## config.mk

```make
export PLATFORM = sky130hd
export DESIGN_NAME = index_remap_after_edits
export DESIGN_NICKNAME = d
export VERILOG_FILES = /design/src/sv/irae_pkg.sv /design/src/sv/index_remap_after_edits.sv
export VERILOG_INCLUDE_DIRS = /design/src /design/src/sv
export SDC_FILE = /design/constraint.sdc
export NUM_CORES = 2
export LEC_CHECK = 0
export BUFFER_PORTS_ARGS = -buffer_cell sky130_fd_sc_hd__buf_2
export CORE_MARGIN = 3
export CORE_UTILIZATION = 66
export CTS_BUF_LIST = sky130_fd_sc_hd__clkbuf_8
export DETAILED_ROUTE_END_ITERATION = 7
export PLACE_DENSITY_LB_ADDON = 0.2
export SETUP_SLACK_MARGIN = 0.02
export SYNTH_ARGS = -nofsm -noshare
export SYNTH_HDL_FRONTEND = slang
export SYNTH_SLANG_ARGS = --single-unit
```

## constraint.sdc

```tcl
create_clock -name clk -period 13.2 [get_ports clk]
set_clock_uncertainty 0.15 [all_clocks]
set_input_delay 3.3 -clock clk [delete_from_list [all_inputs] [get_ports clk]]
set_output_delay 3.3 -clock clk [all_outputs]
set_load 0.02 [all_outputs]
```

## src/sv/index_remap_after_edits_defines.svh

```systemverilog
// Assertion helpers for the index remap block.
`ifndef INDEX_REMAP_AFTER_EDITS_DEFINES_SVH
`define INDEX_REMAP_AFTER_EDITS_DEFINES_SVH

// Same-cycle implication.
`define IRAE_ASSERT_SAME(label, clk, rst, a, c, msg) \
  label: assert property (@(posedge clk) disable iff (rst) (a) |-> (c)) \
    else $error(msg);

// Next-cycle implication.
`define IRAE_ASSERT_NEXT(label, clk, rst, a, c, msg) \
  label: assert property (@(posedge clk) disable iff (rst) (a) |=> (c)) \
    else $error(msg);

`endif

```

## src/sv/irae_pkg.sv

```systemverilog
package irae_pkg;

  localparam int WORD_W            = 32;
  localparam int BIT_W             = $clog2(WORD_W);
  localparam int POS_W             = 10;
  localparam int OUT_W             = 11;
  localparam int OUT_MAX           = 2047;
  localparam int POSITIONS_DEFAULT = 1024;

  localparam logic [1:0] CMD_CLEAR = 2'd0;
  localparam logic [1:0] CMD_MARK  = 2'd1;
  localparam logic [1:0] CMD_QUERY = 2'd2;

  function automatic logic [BIT_W:0] popcount(input logic [WORD_W-1:0] w);
    logic [BIT_W:0] s;
    s = '0;
    for (int i = 0; i < WORD_W; i++) begin
      s = s + (BIT_W + 1)'(w[i]);
    end
    return s;
  endfunction

endpackage

```

## src/sv/index_remap_after_edits.sv

```systemverilog
// Index remap after edits: a bitmap of marked positions with rank/select queries.
// Commands arrive on start/cmd/position and are taken when start is high and busy
// is low. Clear (cmd 0) sweeps the bitmap memory one 32-bit row per cycle.
// Mark (cmd 1) is a read-modify-write of one row. cmd 3 and out-of-range marks
// are taken and dropped at once.
// Query (cmd 2) gives one result on mapped_index/removed, marked by done for exactly
// one cycle. Removal mode (remap_mode 0) streams rows 0 up to the row of the index
// through the popcount, one row per cycle. Insertion mode streams rows until the one
// holding the wanted zero, then shifts that row out one bit per cycle. The next
// command may be issued in the cycle done is high. remap_mode is written by
// cfg_we/cfg_wdata; the user must write it only while the block is idle, which
// the block itself does not enforce. Reset clears remap_mode and runs the
// clearing sweep, busy for the same length as a clear command. The receiver
// cannot stall: every result is shown once.
`include "index_remap_after_edits_defines.svh"

module index_remap_after_edits
  import irae_pkg::*;
#(
  parameter int POSITIONS = POSITIONS_DEFAULT
) (
  input  logic             clk,
  input  logic             rst,
  input  logic             cfg_we,
  input  logic             cfg_wdata,
  input  logic             start,
  input  logic [1:0]       cmd,
  input  logic [POS_W-1:0] position,
  output logic             busy,
  output logic             done,
  output logic [OUT_W-1:0] mapped_index,
  output logic             removed
);

  localparam int ROWS  = (POSITIONS + WORD_W - 1) / WORD_W;
  localparam int ROW_W = ROWS > 1 ? $clog2(ROWS) : 1;
  localparam int CNT_W = ($clog2(POSITIONS + 1) > POS_W ? $clog2(POSITIONS + 1) : POS_W) + 1;

  localparam logic [2:0] S_IDLE = 3'd0;
  localparam logic [2:0] S_CLR  = 3'd1;
  localparam logic [2:0] S_MRD  = 3'd2;
  localparam logic [2:0] S_MWR  = 3'd3;
  localparam logic [2:0] S_SCAN = 3'd4;
  localparam logic [2:0] S_BITS = 3'd5;
  localparam logic [2:0] S_OUT  = 3'd6;

  logic [2:0]        state;
  logic              remap_mode;
  logic [ROW_W-1:0]  clr_row;
  logic [POS_W-1:0]  q_pos;
  logic              q_mode;
  logic              q_inrow;
  logic              q_removed;
  logic [ROW_W-1:0]  issue_row;
  logic              issue_on;
  logic [ROW_W-1:0]  last_row;
  logic              dvalid;
  logic              d_last;
  logic [CNT_W-1:0]  tally;
  logic [CNT_W-1:0]  base;
  logic [WORD_W-1:0] sr;

  // bitmap memory
  logic [WORD_W-1:0] mem [ROWS];
  logic [WORD_W-1:0] rd_data;
  logic              rd_en;
  logic [ROW_W-1:0]  rd_addr;
  logic              wr_en;
  logic [ROW_W-1:0]  wr_addr;
  logic [WORD_W-1:0] wr_data;

  logic [31:0]       in_row32;
  logic [31:0]       q_row32;
  logic              row_ok;
  logic              mark_ok;
  logic [WORD_W-1:0] mask;
  logic [BIT_W:0]    pc;
  logic [BIT_W:0]    zr;
  logic [CNT_W-1:0]  pos_ext;
  logic [CNT_W-1:0]  tally_plus_z;
  logic              hit;
  logic [CNT_W-1:0]  rem_val;
  logic [CNT_W-1:0]  ins_val;
  logic [CNT_W-1:0]  res_val;

  assign busy = (state != S_IDLE);

  assign in_row32 = 32'(position[POS_W-1:BIT_W]);
  assign q_row32  = 32'(q_pos[POS_W-1:BIT_W]);
  assign row_ok   = in_row32 < 32'(ROWS);
  assign mark_ok  = 32'(position) < 32'(POSITIONS);

  assign rd_en   = (state == S_MRD) || (state == S_SCAN && issue_on);
  assign rd_addr = (state == S_MRD) ? q_row32[ROW_W-1:0] : issue_row;
  assign wr_en   = (state == S_CLR) || (state == S_MWR);
  assign wr_addr = (state == S_CLR) ? clr_row : q_row32[ROW_W-1:0];
  assign wr_data = (state == S_CLR) ? '0
                 : (rd_data | (WORD_W'(1) << q_pos[BIT_W-1:0]));

  always_ff @(posedge clk) begin
    if (wr_en) begin
      mem[wr_addr] <= wr_data;
    end
    if (rd_en) begin
      rd_data <= mem[rd_addr];
    end
  end

  // keep bits at or below the index on the index's own row (removal rank)
  assign mask = (q_inrow && d_last)
              ? ({WORD_W{1'b1}} >> (BIT_W'(WORD_W - 1) - q_pos[BIT_W-1:0]))
              : {WORD_W{1'b1}};
  assign pc           = popcount(q_mode ? rd_data : (rd_data & mask));
  assign zr           = (BIT_W + 1)'(WORD_W) - pc;
  assign pos_ext      = CNT_W'(q_pos);
  assign tally_plus_z = tally + CNT_W'(zr);
  assign hit          = tally_plus_z > pos_ext;

  // insertion: base tracks the bit position, tally the zeros passed; once the
  // zero is found tally equals the index, so one formula covers both exits
  assign rem_val = (pos_ext >= tally) ? (pos_ext - tally) : '0;
  assign ins_val = base + (pos_ext - tally);
  assign res_val = q_mode ? ins_val : rem_val;

  always_ff @(posedge clk) begin
    if (rst) begin
      state      <= S_CLR;
      clr_row    <= '0;
      remap_mode <= 1'b0;
      done       <= 1'b0;
      issue_on   <= 1'b0;
      dvalid     <= 1'b0;
    end else begin
      if (cfg_we) begin
        remap_mode <= cfg_wdata;
      end
      done <= (state == S_OUT);
      case (state)
        S_IDLE: begin
          if (start) begin
            case (cmd)
              CMD_CLEAR: begin
                clr_row <= '0;
                state   <= S_CLR;
              end
              CMD_MARK: begin
                q_pos <= position;
                if (mark_ok) begin
                  state <= S_MRD;
                end
              end
              CMD_QUERY: begin
                q_pos     <= position;
                q_mode    <= remap_mode;
                q_inrow   <= row_ok;
                last_row  <= (!remap_mode && row_ok) ? in_row32[ROW_W-1:0]
                                                     : ROW_W'(ROWS - 1);
                issue_row <= '0;
                issue_on  <= 1'b1;
                dvalid    <= 1'b0;
                tally     <= '0;
                base      <= '0;
                q_removed <= 1'b0;
                state     <= S_SCAN;
              end
              default: begin
              end
            endcase
          end
        end
        S_CLR: begin
          clr_row <= clr_row + 1'b1;
          if (clr_row == ROW_W'(ROWS - 1)) begin
            state <= S_IDLE;
          end
        end
        S_MRD: begin
          state <= S_MWR;
        end
        S_MWR: begin
          state <= S_IDLE;
        end
        S_SCAN: begin
          if (issue_on) begin
            issue_row <= issue_row + 1'b1;
            if (issue_row == last_row) begin
              issue_on <= 1'b0;
            end
          end
          dvalid <= issue_on;
          d_last <= (issue_row == last_row);
          if (dvalid) begin
            if (!q_mode) begin
              tally <= tally + CNT_W'(pc);
              if (d_last) begin
                q_removed <= q_inrow && rd_data[q_pos[BIT_W-1:0]];
                state     <= S_OUT;
              end
            end else if (hit) begin
              sr    <= rd_data;
              state <= S_BITS;
            end else begin
              tally <= tally_plus_z;
              base  <= base + CNT_W'(WORD_W);
              if (d_last) begin
                state <= S_OUT;
              end
            end
          end
        end
        S_BITS: begin
          sr <= sr >> 1;
          if (sr[0]) begin
            base <= base + 1'b1;
          end else if (tally == pos_ext) begin
            state <= S_OUT;
          end else begin
            tally <= tally + 1'b1;
            base  <= base + 1'b1;
          end
        end
        S_OUT: begin
          mapped_index <= (res_val > CNT_W'(OUT_MAX)) ? OUT_W'(OUT_MAX)
                                                      : res_val[OUT_W-1:0];
          removed      <= q_removed;
          state        <= S_IDLE;
        end
        default: begin
          state <= S_IDLE;
        end
      endcase
    end
  end

  `IRAE_ASSERT_SAME(a_done_idle, clk, rst, done, !busy, "result strobe while busy")
  `IRAE_ASSERT_NEXT(a_done_pulse, clk, rst, done, !done, "result strobe longer than one cycle")
  `IRAE_ASSERT_NEXT(a_query_busy, clk, rst, start && !busy && cmd == CMD_QUERY, busy, "query not started")
  `IRAE_ASSERT_SAME(a_removed_mode, clk, rst, done && removed, !q_mode, "removed flag in insertion mode")

endmodule

```

==> metrics.md <==
| Metric | Value |
|---|---|
| Outcome | `finished clean` |
| Slowest CP cell | `nor2_1` |
| Hold Crit Depth | `0` |
| Finished Layout Cells | `3940` |
| Reg2reg end | `tally[9]$_SDFFCE_PP0P_` |
| Pre-CTS WS | `around 3.0 ns` |
| # IOs | `31` |
| Avg Inst Size Synth | `about 18 um^2` |
| Core area | `~73000 um^2` |
| Comb pwr share | `1.1%` |
| I/O Buffers | `30` |
| First-pass GRT wire length | `approximately 180000 um` |
| Psw | `between 1 and 1.5 mW` |
| Syn Std Cell Area | `around 49000 um^2` |
| Worst EP required | `between 10 and 15 ns` |
| Final core utilization | `about three quarters` |
| TritonCTS buffer count | `between 150 and 200` |
| Worst R2R Setup Slack | `~2.8 ns` |
| DRT Pass-1 Iters | `6` |
| Worst-Margin Slew | `between 1 and 1.5 ns` |
| Die width | `roughly 280 um` |
| Tot GR Track Use | `roughly a third` |
| Die ar. | `77610 um^2` |
| Vias/cell | `between 6 and 7` |
| Placed insts | `3624` |
| Iter 0 DRT Violations | `between 3000 and 4000` |
| Max Slew Vio Count | `0` |
| Reg power frac | `59.3%` |
| Worst Hold Endpoint | `removed$_DFFE_PP_` |
| Post-Syn Nets | `2797` |
| Hold WS | `0.3282 ns` |
| Worst path arrival time | `between 10 and 15 ns` |
| Die extent in y | `around 280 um` |
| Post-Route WL | `123300 um` |
| Share of cells above drive strength 1 | `23.43%` |
| Final hold violation count | `0` |
| Final setup fails | `0` |
| Crit path kind | `reg2reg` |
| CTS tree | `yes` |
| Relative slew margins | `approximately 17%` |
| Cell-internal power | `around 5.4 mW` |
| Cell area power density | `126.3 nW/um^2` |
| DR vias | `26860` |
| Gpl congestion | `0.9357` |
| Leakage Power | `~17 nW` |
| Wire length per cell | `between 30 and 40 um` |
| Mapped Cells | `between 2000 and 3000` |
| Initial antenna violation count | `2` |
| Area growth from synthesis to layout | `9.999%` |
| Reg-to-reg startpoint | `q_mode$_DFFE_PP_` |
| Unique masters post-synth | `around 70` |
| Final worst path period share | `around four fifths` |
| Hold Path Class | `reg2reg` |
| Pin count of the biggest net entering global routing | `~140` |
| Achievable Freq | `0.09622 GHz` |
| DR WL met2 | `between 50000 and 60000 um` |
| Dominant synthesized flop cell | `edfxtp_1` |
| Most common cell on crit path | `fa_1` |
| CTS-repair resized insts | `0` |
| Routed met3 length | `about 12000 um` |
| CTS root buffer | `clkbuf_8` |
| Post-CTS Setup Bufs | `0` |
| CTS Hold Bufs | `0` |
| Row cnt | `99` |
| DP HPWL | `slightly below 70000 um` |
| Detail Route Antenna Nets | `0` |
| Top Layer Used | `met5` |
| Clock share of power | `about two fifths` |
| Startpoint types | `register` |
| CP endpoint kind | `register` |
| Max-capacitance violation count | `0` |
| CTS H-tree depth | `4` |
| # clock sinks | `between 1000 and 1500` |
| Initial Util | `roughly two thirds` |
| Seq cells post-synth | `around 1200` |
| Critical Path Max Stage Delay | `slightly below 0.6 ns` |
| Clock latency on the worst-skew pair | `a little over 0.8 ns` |
| Fillers | `between 4000 and 5000` |
| Final setup TNS | `0 ns` |
| EDFF count, synth | `between 1000 and 1500` |
| Final Critical Period | `about 10 ns` |
| Vias in the first global route | `about 27000` |
| Crit-path max FO | `between 40 and 50` |
| Final Net Count | `~2900` |
| Sw Ratio | `21.16%` |
| Worst-case reg-to-reg path depth | `35` |
| HP Start | `q_removed$_SDFFCE_PN0P_` |
| DRC | `0` |
| CTS clk-pin slew, worst paths | `0.06 ns` |
| PnR worst setup slack | `between 2 and 3 ns` |
| WL met1 | `46420 um` |
| Gr ovfl total | `0` |
| Ys Warns | `0` |
| Sequential element share of the synthesized area | `between 70 and 80%` |
| RSZ-0062 raised after global routing | `false` |
| Sequential cell area | `34680 um^2` |
| FFs w/ async S/R, synth | `0%` |
| Area of the multi-input gates | `between 10000 and 15000 um^2` |
| Worst VDD drop | `around 0.14 mV` |
| Clock buffer depth | `3` |
Yosys cell counts (8+ instances only):
| library cell | number | area share [%] |
|---|---|---|
| nor3_1 | 30 | 0.31 |
| o21a_1 | 11 | 0.17 |
| a311oi_1 | 12 | 0.21 |
| a211oi_1 | 9 | 0.14 |
| mux4_2 | 266 | 12 |
| nor4_1 | 8 | 0.10 |
| a221oi_2 | 28 | 0.86 |
| xnor2_1 | 36 | 0.64 |
| o21ai_0 | 43 | 0.44 |
| dfxtp_1 | 12 | 0.49 |
| nor2b_1 | 16 | 0.20 |
| nand3_1 | 26 | 0.27 |
| a32o_1 | 32 | 0.65 |
| xor2_1 | 21 | 0.38 |
| a31oi_1 | 13 | 0.17 |
| buf_1 | 10 | 0.077 |
| ha_1 | 62 | 1.6 |
| nor2_1 | 137 | 1.0 |
| buf_2 | 37 | 0.38 |
| nand2_1 | 228 | 1.7 |
| edfxtp_1 | 1147 | 70 |
| a21o_1 | 14 | 0.21 |
| o31ai_1 | 10 | 0.15 |
| or2_2 | 8 | 0.10 |
| inv_1 | 65 | 0.50 |
| fa_1 | 28 | 1.1 |
| nor3b_1 | 8 | 0.12 |
| mux2i_1 | 102 | 2.1 |
| clkbuf_1 | 63 | 0.48 |
| a21boi_0 | 16 | 0.24 |
| a21oi_1 | 70 | 0.71 |
| buf_4 | 21 | 0.32 |
worst max-delay path by stage:
stage	from	endpoint	slack, ns	cells after the start
final	q_mode$_DFFE_PP_	tally[9]$_SDFFCE_PP0P_	2.81	35
after global placement	q_mode$_DFFE_PP_	tally[4]$_SDFFCE_PP0P_	3.17	35
after floorplan	q_pos[1]$_DFFE_PP_	sr[0]$_DFFE_PP_	3.11	28
after CTS	q_mode$_DFFE_PP_	tally[9]$_SDFFCE_PP0P_	2.93	35
after detailed placement	q_mode$_DFFE_PP_	tally[3]$_SDFFCE_PP0P_	2.96	35
after global routing	q_mode$_DFFE_PP_	tally[9]$_SDFFCE_PP0P_	2.10	35
flip-flops by register name (all words and copies together), names as in the netlist, 5 cells and up:
register	cells
last_row	5
q_pos	10
rd_data	32
tally	12
clr_row	5
sr	32
mapped_index	11
mem	1024
issue_row	5
base	12
worst max-delay path: cells and delay by family (launching register included):
kind,cells,cell delay (ns)
buffers and inverters,6,0.79
and+or+nand+nor,6,1.67
xor gates and xnor gates,3,0.71
AOI/OAI and AO/OA,10,2.33
DFF,1,0.36
adders and majority gates,10,3.96
metrics by stage:
step                      power, mW  instance area, um^2
final                         6.811                53940
after global routing          7.024                53940
after CTS                     6.854                53940
after detailed placement      4.191                50740
after global placement        4.185                50740
after floorplan               4.148                49040
cell type report:
type,count,area share [%]
clock inverters,138,1.427
multi-input cells,1328,25.64
inverters,68,0.4732
clock buffers,176,4.491
repair buffers,110,1.438
well taps,959,2.224
diodes,2,0.009278
flip-flops and latches,1159,64.30
metal layers:
layer | vias to the layer above | track usage (%)
met5 | - | 0
met4 | 2 | 12.77
met3 | 291 | 7.365
met2 | 1605 | 51.34
met1 | 13820 | 45.51
li1 | 11140 | -
logic make-up (layout without fill, tap and decap cells):
logic type      after synthesis  count (layout)  share of synthesized area [%]
flops                      1159            1159                          70.73
fa+ha+maj                    90              90                          2.725
compound gates              312             312                          4.863
xor+xnor                     57              57                          1.018
buf+inv                     203             492                          1.870
simple gates                498             498                          4.406
mux                         371             371                          14.39
other cells                   0               2                              0
cell usage in the layout, fill, tap and decap left out, types with 8 or more instances in the layout:
master and n:
o21ai_0 42, a311oi_1 12, a221oi_2 28, clkinv_2 28
buf_2 30, fa_1 28, xnor2_1 36, o21a_1 11
a21boi_0 16, a211oi_1 9, or2_2 8, a21o_1 14
a32o_1 32, nand2_1 228, nand3_1 26, clkinv_1 42
nor3_1 29, ha_1 62, edfxtp_1 1147, mux2i_1 100
dfxtp_1 12, nor4_1 8, mux4_2 266, buf_4 78
inv_1 120, nor2_1 91, o31ai_1 9, clkbuf_8 176
xor2_1 21, nor2b_1 16, nor2_2 14, nor2_4 33
a31oi_1 13, a21oi_1 69
power groups by stage:
| stage | clock network (mW) | logic [mW] | registers [mW] |
|---|---|---|---|
| final | 2.70 | 0.0766 | 4.04 |
| after global routing | 2.91 | 0.0800 | 4.04 |
| after CTS | 2.74 | 0.0763 | 4.04 |
| after detailed placement | 0 | 0.0761 | 4.11 |
| after global placement | 0 | 0.0737 | 4.11 |
| after floorplan | 0 | 0.0373 | 4.11 |
No activity file was read; power rests on OpenSTA's default activity.
